--- config.mk ---
export PLATFORM = sky130hd
export DESIGN_NAME = mbn_mul
export DESIGN_NICKNAME = d
export VERILOG_FILES = /design/src/sv/mbn_pkg.sv /design/src/sv/mbn_mul.sv
export SDC_FILE = /design/constraint.sdc
export NUM_CORES = 2
export LEC_CHECK = 0
export BUFFER_PORTS_ARGS = -buffer_cell sky130_fd_sc_hd__buf_2
export CORE_AREA = 2 2 365 367
export CTS_CLUSTER_SIZE = 16
export DETAILED_ROUTE_END_ITERATION = 7
export DIE_AREA = 0 0 367 369
export GPL_TIMING_DRIVEN = 0
export PLACE_DENSITY = 0.51
export SLEW_MARGIN = 5
export SYNTH_ARGS = -nofsm -noshare
export SYNTH_HDL_FRONTEND = slang
export SYNTH_SLANG_ARGS = --single-unit
--- constraint.sdc ---
create_clock -name clk -period 10.6 [get_ports clk]
set_input_delay 0.53 -clock clk [delete_from_list [all_inputs] [get_ports clk]]
set_output_delay 0.53 -clock clk [all_outputs]
set_load 0.02 [all_outputs]
--- src/sv/mbn_pkg.sv ---
`timescale 1ns / 1ps

package mbn_pkg;

  // Block configuration
  localparam int CHANNELS          = 8;
  localparam int BANDPASS_SECTIONS = 4;
  localparam int SAMPLE_BITS       = 24;

  // Field and stream widths
  localparam int CH_W    = 3;
  localparam int TDATA_W = ((SAMPLE_BITS + 7) / 8) * 8;

  // Cascade: band-pass sections, then the 50 Hz and the 100 Hz notch
  localparam int NSEC     = BANDPASS_SECTIONS + 2;
  localparam int SEC_W    = (NSEC > 1) ? $clog2(NSEC) : 1;
  localparam int SEC_N50  = BANDPASS_SECTIONS;
  localparam int SEC_N100 = BANDPASS_SECTIONS + 1;

  // Delay storage: one row per channel and section, holding d1 and d2
  localparam int ROWS  = CHANNELS * NSEC;
  localparam int ROW_W = (ROWS > 1) ? $clog2(ROWS) : 1;

  // Q32.16 signals and delays, Q3.30 coefficients
  localparam int D_W       = 48;
  localparam int FRAC      = 16;
  localparam int C_W       = 33;
  localparam int MAGC_W    = C_W - 1;
  localparam int COEF_FRAC = 30;
  localparam int HALF_W    = D_W / 2;
  localparam int PROD_W    = HALF_W + MAGC_W;
  localparam int LO_W      = PROD_W + 1;
  localparam int P_W       = D_W + 2;
  localparam int SUM_W     = D_W + 6;
  localparam int OUT_W     = D_W + 1 - FRAC;

  localparam logic signed [D_W-1:0] D_MAX = {1'b0, {(D_W-1){1'b1}}};
  localparam logic signed [D_W-1:0] D_MIN = {1'b1, {(D_W-1){1'b0}}};

  // Sequencer timing: five products per section, one issued on each even phase
  localparam int PH_W           = 4;
  localparam int SECTION_CYCLES = 10;

  // Product codes, in issue order within a section
  localparam int OP_W = 3;
  localparam logic [OP_W-1:0] OP_B0 = 3'd0;
  localparam logic [OP_W-1:0] OP_B1 = 3'd1;
  localparam logic [OP_W-1:0] OP_B2 = 3'd2;
  localparam logic [OP_W-1:0] OP_A1 = 3'd3;
  localparam logic [OP_W-1:0] OP_A2 = 3'd4;

  typedef struct packed {
    logic [SEC_W-1:0] sec;
    logic [OP_W-1:0]  op;
  } mul_tag_t;

  typedef struct packed {
    logic                  en;
    logic [ROW_W-1:0]      addr;
    logic signed [D_W-1:0] d1;
    logic signed [D_W-1:0] d2;
  } mem_wr_t;

  // Rows: b0, b1, b2, a1, a2
  localparam logic signed [C_W-1:0] BP_K [4][5] = '{
    '{ 33'sd18726666,   33'sd37453332,   33'sd18726666,
       33'sd754703813,  -33'sd168072044 },
    '{ 33'sd1073741824, 33'sd2147483648, 33'sd1073741824,
       33'sd975874293,  -33'sd579274819 },
    '{ 33'sd1073741824, -33'sd2147483648, 33'sd1073741824,
       33'sd2109330301, -33'sd1035989014 },
    '{ 33'sd1073741824, -33'sd2147483648, 33'sd1073741824,
       33'sd2132112727, -33'sd1058754392 }
  };
  localparam logic signed [C_W-1:0] N50_K [5] = '{
    33'sd1057118651, -33'sd1241103275, 33'sd1057118651,
    33'sd1241103275, -33'sd1040495479
  };
  localparam logic signed [C_W-1:0] N100_K [5] = '{
    33'sd1040994485, 33'sd647104943, 33'sd1040994485,
    -33'sd647104943, -33'sd1008247147
  };

  function automatic logic signed [C_W-1:0] coef(input logic [SEC_W-1:0] sec,
                                                 input logic [OP_W-1:0] op);
    int unsigned i;
    logic signed [C_W-1:0] r;
    case (op)
      OP_B0:   i = 0;
      OP_B1:   i = 1;
      OP_B2:   i = 2;
      OP_A1:   i = 3;
      OP_A2:   i = 4;
      default: i = 0;
    endcase
    if (int'(sec) < BANDPASS_SECTIONS) begin
      r = BP_K[int'(sec) % 4][i];
    end else if (int'(sec) == SEC_N50) begin
      r = N50_K[i];
    end else begin
      r = N100_K[i];
    end
    return r;
  endfunction

  function automatic logic [ROW_W-1:0] row_addr(input logic [CH_W-1:0] ch,
                                                input logic [SEC_W-1:0] sec);
    int unsigned r;
    r = int'(ch) * NSEC + int'(sec);
    return ROW_W'(r);
  endfunction

  function automatic logic signed [D_W-1:0] sat48(input logic signed [SUM_W-1:0] v);
    logic signed [SUM_W-1:0] hi;
    logic signed [SUM_W-1:0] lo;
    logic signed [D_W-1:0]   r;
    hi = SUM_W'(D_MAX);
    lo = SUM_W'(D_MIN);
    if (v > hi) begin
      r = D_MAX;
    end else if (v < lo) begin
      r = D_MIN;
    end else begin
      r = v[D_W-1:0];
    end
    return r;
  endfunction

endpackage

--- src/sv/mbn_mul.sv ---
`timescale 1ns / 1ps

// Rounded Q32.16 x Q3.30 product on one 24x32 multiplier, used twice per product.
// Issues may not come back to back, as each product uses the multiplier twice. The
// result passes operand, low-half, high-half and result registers, with its tag.
module mbn_mul (
  input  logic                                clk,
  input  logic                                rst,
  input  logic                                issue,
  input  logic signed [mbn_pkg::D_W-1:0]      x,
  input  logic signed [mbn_pkg::C_W-1:0]      c,
  input  mbn_pkg::mul_tag_t                   tag,
  output logic                                res_valid,
  output logic signed [mbn_pkg::P_W-1:0]      res,
  output mbn_pkg::mul_tag_t                   res_tag
);

  localparam logic [mbn_pkg::LO_W-1:0] LO_RND =
    mbn_pkg::LO_W'(1) << (mbn_pkg::COEF_FRAC - 1);
  localparam int SHIFT = mbn_pkg::COEF_FRAC - mbn_pkg::HALF_W;

  logic                              v1, v2, v3;
  logic [mbn_pkg::D_W-1:0]           ax;
  logic [mbn_pkg::MAGC_W-1:0]        ac;
  logic                              neg1, neg2, neg3;
  mbn_pkg::mul_tag_t                 tag1, tag2, tag3;
  logic [mbn_pkg::LO_W-1:0]          lo;
  logic [mbn_pkg::PROD_W-1:0]        hi;

  logic [mbn_pkg::HALF_W-1:0]        mul_a;
  logic [mbn_pkg::PROD_W-1:0]        prod;
  logic [mbn_pkg::LO_W-1:0]          sum;
  logic [mbn_pkg::P_W-2:0]           mag;

  // Low half in the cycle after issue, high half in the one after that
  always_comb begin
    mul_a = v2 ? ax[mbn_pkg::D_W-1:mbn_pkg::HALF_W] : ax[mbn_pkg::HALF_W-1:0];
    prod  = mul_a * ac;
    sum   = mbn_pkg::LO_W'(hi) + (lo >> mbn_pkg::HALF_W);
    mag   = sum[SHIFT +: mbn_pkg::P_W-1];
  end

  always_ff @(posedge clk) begin
    if (rst) begin
      v1        <= 1'b0;
      v2        <= 1'b0;
      v3        <= 1'b0;
      res_valid <= 1'b0;
    end else begin
      v1        <= issue;
      v2        <= v1;
      v3        <= v2;
      res_valid <= v3;
    end
  end

  always_ff @(posedge clk) begin
    if (issue) begin
      ax   <= x[mbn_pkg::D_W-1] ? unsigned'(-x) : unsigned'(x);
      ac   <= c[mbn_pkg::C_W-1] ? mbn_pkg::MAGC_W'(unsigned'(-c))
                                : mbn_pkg::MAGC_W'(unsigned'(c));
      neg1 <= x[mbn_pkg::D_W-1] ^ c[mbn_pkg::C_W-1];
      tag1 <= tag;
    end
    if (v1) begin
      lo   <= mbn_pkg::LO_W'(prod) + LO_RND;
      neg2 <= neg1;
      tag2 <= tag1;
    end
    if (v2) begin
      hi   <= prod;
      neg3 <= neg2;
      tag3 <= tag2;
    end
    if (v3) begin
      res     <= neg3 ? -signed'({1'b0, mag}) : signed'({1'b0, mag});
      res_tag <= tag3;
    end
  end

endmodule

==> impl_results.md <==
* Hold_buf cts at 0
* DRC violation count after routing at 0
* Top Ports at 147
* Clock transition at the register clock pins on the worst setup and hold paths after CTS at 0.06 ns
* Unrepaired setup endpoints after global routing: no
* Worst slew pin tran at 1.178 ns
* Count of antenna-violating nets left after detailed routing at 0
* Antenna violations before repair at 10
* GR Util met2 at 0.3189
* Synth warnings at 0
* FF/Latch Area at 0.007443 mm^2
* Number of distinct library cells after synthesis at 90
* Share of the yosys chip area belonging to registers at 0.1901
* Setup clock skew after layout at 0.02290 ns
* Number of placement rows at 133
* Post-DR vias/cell at 4.893
* Number of nets produced by synthesis at 5109
* R2r setup slk at 0.45 ns
* Area used by multi-input combinational logic at 0.02814 mm^2
* Final Util at 0.3304
* Starting density of the core at 0.2984
* Share of the clock period used by the worst path at 0.9574
* Via count of the first global-routing pass at 31230
* Global routing's busiest layer: met2
* Highest attainable clock frequency at 0.09854 GHz
* # port buffers at 146
* Final setup violation count at 0
* Worst Path Arrival at 10.51 ns
* WL per Instance at 22.29 um
* Detailed-route wire length at 136000 um
* Worst Hold Slack at 0.07473 ns
* Count of pins over their slew limit at 0
* CP Max Fanout at 13
* Delay of the slowest cell on the worst path at 0.59 ns
* Number of flops mapped to enable cells by yosys at 245
* Critical path class: reg2reg
* Net count, final at 5289
* Most common cell on crit path: sky130_fd_sc_hd__fa_1
* Grt total ovfl at 0
* Worst slew slack as a fraction of its limit at 0.2037
* Met1 track demand over resource in global routing at 0.2730
* Detailed-route via count at 29860
* Result of the run: finished clean
* Number of CTS-inserted buffers at 30
* Die outline width at 367 um
* H-tree level count at 1
* Synthesized area per cell at 9.445 um^2
* Crit. End Element: flip-flop
* Met3 GRT Util at 0.04707
* Number of DRC markers in iteration 0 at 2115
* Max Buffers Root-to-Sink at 3
* Cell area after technology mapping at 0.03913 mm^2
* Flops & latches, synth at 249
* Cells after Synth at 4143
* Crit path required time at 10.96 ns
* Area of the core at 0.1311 mm^2
* First-pass GRT wire length at 204300 um
* Number of sinks handled by clock tree synthesis at 249
* Weighted congestion at the end of routability-driven global placement at 0.9589
* Clock root buffer master: sky130_fd_sc_hd__clkbuf_16
* Critical path startpoint category: flip-flop
* GRT Util Overall at 0.2018
* Hold crit path type: in2reg
* Area Overhead vs Synth at 10.71%
* Ratio of cells with drive above 1 in the final layout at 0.07253
* Area enclosed by the die boundary at 0.1354 mm^2
* Dominant register cell in the synthesized netlist: sky130_fd_sc_hd__edfxtp_1
* Fill cell instance count of the final layout at 13910
* Die Span Y at 369 um
* Detailed Place HPWL at 112700 um
* Detailed-routing iteration count for the pre-antenna-repair pass at 5
* Pin count of the biggest net entering global routing at 65
* Setup tns final at 0 ns
* Clock tree from TritonCTS: built
* Slowest stage cell, crit path: sky130_fd_sc_hd__fa_1
* Endpoints failing hold at 0
* Clock period minus worst slack at 10.15 ns
* Clock latency of the later-clocked register in the worst-skew pair at 0.64 ns
* Async set or reset register ratio after synthesis at 0
* Max-capacitance violation count at 0
==> flip-flops by register name, summed over array words and instances (netlist names) <==
signal / flops
tag2: 6
neg3: 1
tag3: 6
neg1: 1
ac: 32
v1: 1
tag1: 6
res_valid: 1
res: 50
ax: 48
neg2: 1
res_tag: 6
v2: 1
v3: 1
lo: 33
hi: 55
==> final timing paths <==
path / cells after the start / from / endpoint
worst max-delay path: 32 / v2 / lo[55]
worst max register to register: 32 / v2 / lo[55]
worst min-delay path: 1 / tag[1] / tag1[1]
worst min register to register: 0 / tag2[5] / tag3[5]
==> area by class of cell <==
| class | count | share of cell area |
|---|---|---|
| Clock inverter | 15 | 0.003206 |
| Buffer | 203 | 0.01958 |
| Antenna cell | 4 | 0.0002311 |
| Sequential cell | 249 | 0.1718 |
| Inverter | 771 | 0.06681 |
| Multi-Input combinational cell | 2913 | 0.6496 |
| Timing Repair Buffer | 155 | 0.02016 |
| Tap cell | 1755 | 0.05069 |
| Clock buffer | 37 | 0.01794 |
==> critical path, delay by kind of cell, from the launching register on <==
kind,cells,cell delay [ns]
xor+xnor,1,0.12
fa+ha+maj,8,3.94
simple gates,6,1.65
mux,1,0.46
flops,1,0.55
buf+inv,11,1.81
compound gates,5,1.34
==> metrics by stage <==
| stage | setup WS (ns) | area (um^2) | std cells |
|---|---|---|---|
| 3_3_place_gp | -3.414 | 42060 | 6044 |
| 5_1_grt | 0.01963 | 43310 | 6098 |
| 2_1_floorplan | 0.2487 | 39130 | 4143 |
| 6_report | 0.4515 | 43320 | 6102 |
| 4_1_cts | 0.1109 | 43210 | 6100 |
| 3_5_place_dp | -2.085 | 42130 | 6047 |
==> layout by cell type, fill, tap and decap left out, types with 11 or more instances in the layout <==
cell type / netlist / routed
sky130_fd_sc_hd__inv_1: 770 / 770
sky130_fd_sc_hd__fa_1: 658 / 658
sky130_fd_sc_hd__nand2_1: 521 / 521
sky130_fd_sc_hd__and2_1: 319 / 319
sky130_fd_sc_hd__edfxtp_1: 245 / 245
sky130_fd_sc_hd__ha_1: 218 / 218
sky130_fd_sc_hd__clkbuf_1: 200 / 162
sky130_fd_sc_hd__xnor2_1: 167 / 160
sky130_fd_sc_hd__buf_2: 3 / 151
sky130_fd_sc_hd__a21oi_1: 115 / 115
sky130_fd_sc_hd__nor2b_1: 104 / 104
sky130_fd_sc_hd__o21ai_0: 104 / 100
sky130_fd_sc_hd__nor2_1: 89 / 89
sky130_fd_sc_hd__nand3_1: 45 / 45
sky130_fd_sc_hd__nand4_1: 44 / 44
sky130_fd_sc_hd__a21o_1: 44 / 44
sky130_fd_sc_hd__xor2_1: 42 / 42
sky130_fd_sc_hd__or3_1: 38 / 38
sky130_fd_sc_hd__o31ai_1: 37 / 37
sky130_fd_sc_hd__nor3_1: 34 / 31
sky130_fd_sc_hd__clkbuf_16: 0 / 30
sky130_fd_sc_hd__clkbuf_2: 1 / 27
sky130_fd_sc_hd__mux2_2: 21 / 21
sky130_fd_sc_hd__and3_1: 20 / 20
sky130_fd_sc_hd__a211oi_1: 20 / 18
sky130_fd_sc_hd__nor4_1: 19 / 18
sky130_fd_sc_hd__or4_1: 18 / 18
sky130_fd_sc_hd__o211ai_1: 15 / 15
sky130_fd_sc_hd__o41ai_1: 15 / 15
sky130_fd_sc_hd__a31oi_1: 14 / 14
sky130_fd_sc_hd__and4_1: 13 / 13
sky130_fd_sc_hd__nand2b_1: 12 / 12
sky130_fd_sc_hd__o21a_1: 11 / 11
==> cells by family after synthesis <==
group                      after synthesis  share of synthesized area
AOI/OAI and AO/OA                      488                    0.08314
xor gates and xnor gates               209                    0.04678
DFF                                    249                     0.1901
adders and majority gates              876                     0.4064
and+or+nand+nor                       1315                     0.1722
muxes                                   25                   0.007067
buffers and inverters                  981                    0.09443
==> what timing repair did <==
action / 4_1_cts / 5_1_grt
endpoints found under the setup margin: 55 / 14
buffers inserted: 2 / 4
resized for setup: 51 / 41
pin swaps: 0 / 1
==> synth_stat cells, drive strengths merged, types with 5 or more instances <==
cell       n  share of area
o31ai     37         0.0071
and4      13         0.0029
o41ai     16         0.0038
nand2    521          0.050
buf        9         0.0012
fa       658           0.34
or4       19         0.0037
a31o       7         0.0016
nor2b    104          0.017
mux2      21         0.0060
a22oi      7         0.0013
a311oi     5         0.0011
a211o      5         0.0011
or3       38         0.0061
nand3b     5        0.00096
nor2      89         0.0085
xnor2    167          0.037
clkbuf   201          0.019
a21boi     8         0.0015
a21oi    115          0.015
o21bai    10         0.0019
nor4b      6         0.0015
a21o      44         0.0084
o21ai    109          0.014
ha       218          0.070
nand3     46         0.0060
o2111ai    8         0.0018
nand2b    12         0.0019
and3      22         0.0037
and2     319          0.051
a211oi    21         0.0042
o211a      8         0.0020
nor3      34         0.0043
o211ai    15         0.0029
or2        9         0.0014
nor4      19         0.0030
inv      770          0.074
a221oi     6         0.0013
o21a      11         0.0021
a31oi     14         0.0022
nand4     44         0.0070
edfxtp   245           0.19
xor2      42         0.0094
==> layer usage <==
| layer | wire [um] | vias to the layer above |
|---|---|---|
| li1 | - | 13530 |
| met1 | 59160 | 15150 |
| met2 | 60500 | 964 |
| met3 | 10990 | 209 |
| met4 | 5310 | 6 |
| met5 | 36 | - |
Power is left out: the tool's default activity adds up to more than one toggle a clock period on the data nets, which glitch-free logic cannot reach.
